--- src/sv/mtfw_pkg.sv ---
// -----------------------------------------------------------------------------
// mtfw_pkg
// Shared types and request codes for the move-to-front window list.
// -----------------------------------------------------------------------------
package mtfw_pkg;

   // request kinds
   localparam logic [1:0] OP_OPEN   = 2'd0;
   localparam logic [1:0] OP_SWITCH = 2'd1;
   localparam logic [1:0] OP_CLOSE  = 2'd2;
   localparam logic [1:0] OP_NONE   = 2'd3;

   // fixed field widths of the request and result items
   localparam int unsigned OP_W  = 2;
   localparam int unsigned WID_W = 16;

   typedef struct packed {
      logic [OP_W-1:0]  op;
      logic [WID_W-1:0] window_id;
   } req_type;

   typedef struct packed {
      logic [WID_W-1:0] front_id;
      logic             list_empty;
      logic             full_drop;
   } rsp_type;

endpackage

--- src/sv/move_to_front_window_list.sv ---
// -----------------------------------------------------------------------------
// move_to_front_window_list
// Ordered list of window ids, most recent at the front, kept in one memory
// and maintained by a small sequencer over a shared step/compare unit.
// -----------------------------------------------------------------------------
//  channel   ports                          handshake
//  request   start, busy, req_item          taken when start && !busy
//  result    rsp_strobe, rsp_item           valid for one cycle, no stall
//
//  An open shifts every entry up and writes the id at the front (a full list
//  drops it); a switch moves a found id to the front; a close removes a found
//  id and shifts the entries behind it down. The single read port of the
//  entry memory sets the pace: search and shift go one position per cycle.
//  Reset clears the sequencer and the entry count; the memory keeps stale
//  contents that are never read below the count. busy is high from the
//  accepted item through the cycle of its result strobe.
// -----------------------------------------------------------------------------
module move_to_front_window_list #(
   parameter int unsigned DEPTH   = 16,
   parameter int unsigned ID_BITS = 16
) (
   input  logic              clock,
   input  logic              reset,
   input  logic              start,
   output logic              busy,
   input  mtfw_pkg::req_type req_item,
   output logic              rsp_strobe,
   output mtfw_pkg::rsp_type rsp_item
);
   import mtfw_pkg::*;

   localparam int unsigned AW = $clog2(DEPTH);
   localparam int unsigned CW = $clog2(DEPTH + 1);

   localparam logic [2:0] ST_IDLE     = 3'd0;
   localparam logic [2:0] ST_SCAN     = 3'd1;
   localparam logic [2:0] ST_LOAD     = 3'd2;
   localparam logic [2:0] ST_SHIFT_UP = 3'd3;
   localparam logic [2:0] ST_SHIFT_DN = 3'd4;
   localparam logic [2:0] ST_HEAD     = 3'd5;
   localparam logic [2:0] ST_DONE     = 3'd6;

   logic [2:0]         state_ff, state_in;
   logic [AW-1:0]      src_ff, src_in;
   logic [AW-1:0]      dst_ff, dst_in;
   logic [CW-1:0]      count_ff, count_in;
   logic [ID_BITS-1:0] front_ff, front_in;
   logic [ID_BITS-1:0] id_ff, id_in;
   logic [OP_W-1:0]    op_ff, op_in;
   logic               drop_ff, drop_in;

   logic               rd_en;
   logic [AW-1:0]      rd_addr;
   logic [ID_BITS-1:0] rd_data;
   logic               wr_en;
   logic [AW-1:0]      wr_addr;
   logic [ID_BITS-1:0] wr_data;

   logic [CW-1:0]      step_opnd;
   logic               step_down;
   logic [CW-1:0]      step_nxt;
   logic               step_match;
   logic               step_last;

   mtfw_store #(
      .DEPTH   (DEPTH),
      .ID_BITS (ID_BITS),
      .AW      (AW)
   ) u_store (
      .clock   (clock),
      .wr_en   (wr_en),
      .wr_addr (wr_addr),
      .wr_data (wr_data),
      .rd_en   (rd_en),
      .rd_addr (rd_addr),
      .rd_data (rd_data)
   );

   mtfw_step_unit #(
      .ID_BITS (ID_BITS),
      .CW      (CW)
   ) u_step (
      .opnd     (step_opnd),
      .down     (step_down),
      .entry_id (rd_data),
      .key_id   (id_ff),
      .nxt      (step_nxt),
      .match    (step_match)
   );

   // pick the operand and direction of the shared step
   always_comb begin
      step_opnd = CW'(src_ff);
      step_down = 1'b1;
      unique case (state_ff)
         ST_IDLE:     step_opnd = count_ff;
         ST_SCAN,
         ST_SHIFT_DN: step_down = 1'b0;
         default:     step_down = 1'b1;
      endcase
   end

   assign step_last = (step_nxt == count_ff);

   // sequence one item: search, shift, write head, report
   always_comb begin
      state_in = state_ff;
      src_in   = src_ff;
      dst_in   = dst_ff;
      count_in = count_ff;
      front_in = front_ff;
      id_in    = id_ff;
      op_in    = op_ff;
      drop_in  = drop_ff;
      rd_en    = 1'b0;
      rd_addr  = step_nxt[AW-1:0];
      wr_en    = 1'b0;
      wr_addr  = dst_ff;
      wr_data  = rd_data;

      unique case (state_ff)
         ST_IDLE: begin
            if (start) begin
               op_in   = req_item.op;
               id_in   = ID_BITS'(req_item.window_id);
               drop_in = 1'b0;
               unique case (req_item.op)
                  OP_OPEN: begin
                     if (count_ff >= CW'(DEPTH)) begin
                        drop_in  = 1'b1;
                        state_in = ST_DONE;
                     end else if (count_ff == '0) begin
                        state_in = ST_HEAD;
                     end else begin
                        rd_en    = 1'b1;
                        src_in   = step_nxt[AW-1:0];
                        dst_in   = count_ff[AW-1:0];
                        state_in = ST_SHIFT_UP;
                     end
                  end
                  OP_SWITCH,
                  OP_CLOSE: begin
                     if (count_ff == '0) begin
                        state_in = ST_DONE;
                     end else begin
                        rd_en    = 1'b1;
                        rd_addr  = '0;
                        src_in   = '0;
                        state_in = ST_SCAN;
                     end
                  end
                  default: state_in = ST_DONE;
               endcase
            end
         end

         ST_SCAN: begin
            if (step_match) begin
               if (op_ff == OP_SWITCH) begin
                  state_in = (src_ff == '0) ? ST_DONE : ST_LOAD;
               end else if (step_last) begin
                  count_in = count_ff - CW'(1);
                  state_in = ST_DONE;
               end else begin
                  rd_en    = 1'b1;
                  dst_in   = src_ff;
                  src_in   = step_nxt[AW-1:0];
                  state_in = ST_SHIFT_DN;
               end
            end else if (step_last) begin
               state_in = ST_DONE;
            end else begin
               rd_en  = 1'b1;
               src_in = step_nxt[AW-1:0];
            end
         end

         ST_LOAD: begin
            rd_en    = 1'b1;
            dst_in   = src_ff;
            src_in   = step_nxt[AW-1:0];
            state_in = ST_SHIFT_UP;
         end

         ST_SHIFT_UP: begin
            wr_en = 1'b1;
            if (src_ff == '0) begin
               state_in = ST_HEAD;
            end else begin
               rd_en  = 1'b1;
               dst_in = src_ff;
               src_in = step_nxt[AW-1:0];
            end
         end

         ST_SHIFT_DN: begin
            wr_en = 1'b1;
            if (dst_ff == '0) begin
               front_in = rd_data;
            end
            if (step_last) begin
               count_in = count_ff - CW'(1);
               state_in = ST_DONE;
            end else begin
               rd_en  = 1'b1;
               dst_in = src_ff;
               src_in = step_nxt[AW-1:0];
            end
         end

         ST_HEAD: begin
            wr_en    = 1'b1;
            wr_addr  = '0;
            wr_data  = id_ff;
            front_in = id_ff;
            if (op_ff == OP_OPEN) begin
               count_in = count_ff + CW'(1);
            end
            state_in = ST_DONE;
         end

         ST_DONE: state_in = ST_IDLE;

         default: state_in = ST_IDLE;
      endcase
   end

   // hold control state
   always_ff @(posedge clock) begin
      if (reset) begin
         state_ff <= ST_IDLE;
         count_ff <= '0;
         drop_ff  <= 1'b0;
      end else begin
         state_ff <= state_in;
         count_ff <= count_in;
         drop_ff  <= drop_in;
      end
   end

   // hold pointers and item payload
   always_ff @(posedge clock) begin
      src_ff   <= src_in;
      dst_ff   <= dst_in;
      front_ff <= front_in;
      id_ff    <= id_in;
      op_ff    <= op_in;
   end

   // drive the result item
   assign busy                = (state_ff != ST_IDLE);
   assign rsp_strobe          = (state_ff == ST_DONE);
   assign rsp_item.list_empty = (count_ff == '0);
   assign rsp_item.front_id   = (count_ff == '0) ? '0 : WID_W'(front_ff);
   assign rsp_item.full_drop  = drop_ff;

endmodule

--- src/sv/mtfw_store.sv ---
// -----------------------------------------------------------------------------
// mtfw_store
// Entry memory: one write port and one read port with registered read data.
// -----------------------------------------------------------------------------
module mtfw_store #(
   parameter int unsigned DEPTH   = 16,
   parameter int unsigned ID_BITS = 16,
   parameter int unsigned AW      = $clog2(DEPTH)
) (
   input  logic               clock,
   input  logic               wr_en,
   input  logic [AW-1:0]      wr_addr,
   input  logic [ID_BITS-1:0] wr_data,
   input  logic               rd_en,
   input  logic [AW-1:0]      rd_addr,
   output logic [ID_BITS-1:0] rd_data
);

   logic [ID_BITS-1:0] mem [DEPTH];
   logic [ID_BITS-1:0] rd_data_ff;

   // write one entry
   always_ff @(posedge clock) begin
      if (wr_en) begin
         mem[wr_addr] <= wr_data;
      end
   end

   // read one entry, data next cycle
   always_ff @(posedge clock) begin
      if (rd_en) begin
         rd_data_ff <= mem[rd_addr];
      end
   end

   assign rd_data = rd_data_ff;

endmodule

--- src/sv/mtfw_step_unit.sv ---
// -----------------------------------------------------------------------------
// mtfw_step_unit
// Shared step unit: one position increment or decrement and one id compare,
// reused by every step of the sequencer.
// -----------------------------------------------------------------------------
module mtfw_step_unit #(
   parameter int unsigned ID_BITS = 16,
   parameter int unsigned CW      = 5
) (
   input  logic [CW-1:0]      opnd,
   input  logic               down,
   input  logic [ID_BITS-1:0] entry_id,
   input  logic [ID_BITS-1:0] key_id,
   output logic [CW-1:0]      nxt,
   output logic               match
);

   // step the position by one
   assign nxt   = down ? (opnd - CW'(1)) : (opnd + CW'(1));

   // compare the entry just read against the request id
   assign match = (entry_id == key_id);

endmodule

--- config.mk ---
export PLATFORM = sky130hd
export DESIGN_NAME = move_to_front_window_list
export DESIGN_NICKNAME = d
export VERILOG_FILES = /design/src/sv/mtfw_pkg.sv /design/src/sv/move_to_front_window_list.sv /design/src/sv/mtfw_store.sv /design/src/sv/mtfw_step_unit.sv
export SDC_FILE = /design/constraint.sdc
export NUM_CORES = 1
export LEC_CHECK = 0
export ABC_CLOCK_PERIOD_IN_PS = 6600
export BUFFER_PORTS_ARGS = -buffer_cell sky130_fd_sc_hd__buf_2
export CAP_MARGIN = 20
export CORE_ASPECT_RATIO = 1.2
export CORE_MARGIN = 1.5
export CORE_UTILIZATION = 65
export DETAILED_ROUTE_END_ITERATION = 10
export PLACE_DENSITY = 0.83
export REMOVE_ABC_BUFFERS = 1
export SLEW_MARGIN = 5
export SYNTH_ARGS = -nofsm -noshare
export SYNTH_HDL_FRONTEND = slang
export SYNTH_SLANG_ARGS = --single-unit
export TNS_END_PERCENT = 10
--- constraint.sdc ---
create_clock -name clock -period 6.6 [get_ports clock]
set_input_delay 0.66 -clock clock [delete_from_list [all_inputs] [get_ports clock]]
set_output_delay 0.66 -clock clock [all_outputs]
set_load 0.05 [all_outputs]
==> flow_summary.yaml <==
run_status:
  status: "completed"
floorplan:
  die_x_um: 135.4
  io_pins: 41
  rows: 57
  core_sq_um: 20400
  start_util: 0.6699
  die_h_um: 161.8
  dieArea_sq_um: 21900
yosys:
  netlist.area_leader.share: 0.6900
  synth_compound_gate_area_share: 0.1197
  yosysUniqueCellTypes: 59
  synthMuxAreaShare: 0.03113
  yosys.area_share.simple: 0.09459
  synth-xor-area-share: 0.01721
  ys_seq_area_frac: 0.7032
  synth_top_cells_by_area: "edfxtp_1, nand2_1, mux2_2, a32oi_1, a21oi_1"
  yosysMostFrequentCell: "edfxtp_1"
  postSynthCellCount: 1007
  synth-main-ff-cell: "edfxtp_1"
  synth_area_leader_cell: "edfxtp_1"
  syn_area_sq_um: 13660
  syn_avg_cell_area_sq_um: 13.57
  ys_ff_latch: 323
  synth_commonest_cells: "edfxtp_1, nand2_1, a21oi_1, nor2_1, clkbuf_1"
  synth_top_family_by_area: "compound AO/OA/AOI/OAI gates"
  ys_warn_count: 0
  synthArstFlopShare: 0
  synthAdderAreaFrac: 0.01026
  synth_edf_count: 314
final_layout:
  fillers: 1256
  area_growth_pct: 10.73
  fin_nets: 1077
  stdcell_count: 1334
  insertedDiodeCount: 0
  drive_above_1_share: 0.1543
  design_area_sq_um: 15130
grt:
  grt_pass1_wl_um: 50200
  grtUsageTotal: 0.3057
  antenna_found_initial: 0
  grt_start_max_net_pins: 66
  grt_overflow: 0
  grt_pass1_vias: 8642
setup_path:
  r2r_slack_ns: 1.83
  critPathBufInv: 5
  setup.worst_path.class: "reg2reg"
  end_kind: "flip-flop"
  reg2reg_from: "state_ff[2]$_SDFFE_PP0P_"
  slowest_delay_ns: 0.79
  critical_path.top_delay_family: "buffers and inverters"
  start_kind: "flip-flop"
  r2r.worst_path.cells: 12
  cp.required_ns: 6.88
  rr_endpoint: "u_store.rd_data[14]$_DFFE_PP_"
  crit_top_cell: "buf_4"
  cp_max_fo: 65
  crit_chain: "or4b_4 > and2_2 > clkinv_2 > fa_2 > buf_4 > clkinv_1 > buf_4 > nor2_2 > buf_4 > a221oi_1 > nor3_1 > nor3_1"
  crit_slowest_cell: "dfxtp_1"
  crit_arrival_ns: 5.04
route:
  drt-vias-per-instance: 6.885
  totalWireLength_um: 32780
  drtIter0Drc: 1288
  wl_per_cell_um: 24.58
  met2_length_um: 15240
  top_layer_used: "met4"
  firstDrtPassIters: 5
  ant_nets: 0
  met1_length_um: 12700
  wl_met3_um: 3369
  drc: 0
  vias: 9185
timing:
  period_share: 0.7221
  period_needed_ns: 4.766
  skew_ns: 0.01853
  setup_viol: 0
  clock.fmax_ghz: 0.2098
  finalHoldViolations: 0
  worst_pin_slew_ns: 1.145
  maxSlewViolCount: 0
  setup_tns_ns: 0
  rsz0062_at_grt: "no"
  max-slew-margin-rel: 0.2366
clock_tree:
  clkTransAtPathRegs_ns: 0.06
  cts_setup_buffers: 0
  numCtsBuffers: 31
  clk_latency_ns: 0.56
  cts_max_path_buffers: 3
  ctsHoldBuffers: 0
  clockRootBuffer: "clkbuf_16"
  cts.repair.resized: 0
  cts_sinks: 323
  cts_tree: "done"
  cts.htree.levels: 1
worst_hold_path:
  min_to: "id_ff[9]$_DFFE_PP_"
  worstHoldStart: "req_item[9]"
  holdPathStages: 1
  hp-class: "in2reg"
place:
  hpwl_um: 20190
  place_area_sq_um: 14170
  numPortBuffers: 40
  globalplace.congestion: 0.9038
  placedCellCount: 1275
job:
  max_cap_viol_count: 0
## kinds of logic (layout without fill, tap and decap cells)
group	count (synthesis)	in the layout
flip-flops	323	323
AND/OR/NAND/NOR	294	294
AO/OA/AOI/OAI	237	237
buffers and inverters	79	141
multiplexers	38	38
XOR/XNOR	26	26
adder cells (fa/ha/maj)	10	10
## how the worst max path moves through the flow
stage / from / to / slack, ns / cells after the start
floorplan: state_ff[2]$_SDFFE_PP0P_ / u_store.rd_data[14]$_DFFE_PP_ / -1.90 / 9
finish: state_ff[2]$_SDFFE_PP0P_ / u_store.rd_data[14]$_DFFE_PP_ / 1.83 / 12
detailed placement: state_ff[2]$_SDFFE_PP0P_ / u_store.rd_data[14]$_DFFE_PP_ / 1.96 / 12
CTS: state_ff[2]$_SDFFE_PP0P_ / u_store.rd_data[14]$_DFFE_PP_ / 1.97 / 12
global route: state_ff[2]$_SDFFE_PP0P_ / u_store.rd_data[14]$_DFFE_PP_ / 1.60 / 12
global placement: state_ff[2]$_SDFFE_PP0P_ / u_store.rd_data[7]$_DFFE_PP_ / 1.99 / 11
## per-layer routing
layer / track usage / vias to the layer above
li1: - / 3962
met1: 0.4354 / 4460
met2: 0.4756 / 652
met3: 0.05368 / 111
met4: 0.1222 / 0
met5: 0 / -
## flip-flops by register name, summed over array words and instances, names as in the netlist
signal           cells
dst_ff               4
op_ff                2
front_ff            16
u_store.mem        256
id_ff               16
drop_ff              1
state_ff             3
u_store.rd_data     16
src_ff               4
count_ff             5
## worst register-to-register path: cells and delay by family, from the launching register on
family          cells  cell delay [ns]
fa+ha+maj           1             0.78
buf+inv             5             1.86
flops               1             0.79
simple gates        5             0.90
compound gates      1             0.15
## placed cells by master (no fill, tap or decap), types with 9 or more instances in the layout
cell type,n
inv_1,11
a2111oi_0,17
a21oi_1,69
dfxtp_1,9
clkbuf_16,31
nand2_1,146
a22oi_1,16
xnor2_1,22
a211oi_1,16
nor2b_1,19
edfxtp_1,314
o22ai_1,33
o21ai_0,11
nand3_1,23
a32oi_1,46
nor2_1,67
buf_4,29
buf_2,41
mux2_2,36
## stage by stage
stage / hold WS [ns] / utilization / setup WS [ns]
final: 0.2739 / 0.7418 / 1.834
after detailed placement: 0.4765 / 0.6947 / 1.960
after floorplan: 0.5024 / - / -1.903
after global placement: 0.4601 / 0.6947 / 1.986
after CTS: 0.2698 / 0.7400 / 1.972
after global routing: 0.2667 / 0.7418 / 1.604
## final cells by class
cell class | count | area (sq um) | share of cell area
tap | 265 | 331.6 | 0.02191
clock buffer | 38 | 802.0 | 0.05301
timing repair buffer | 72 | 455.4 | 0.03010
clock inverter | 18 | 121.4 | 0.008021
sequential | 323 | 9609 | 0.6351
inverter | 13 | 50.05 | 0.003308
multi-input combinational | 605 | 3761 | 0.2486
Power is not shown: default switching activity piles up to over one toggle a cycle in this logic, so the estimate is an artifact.
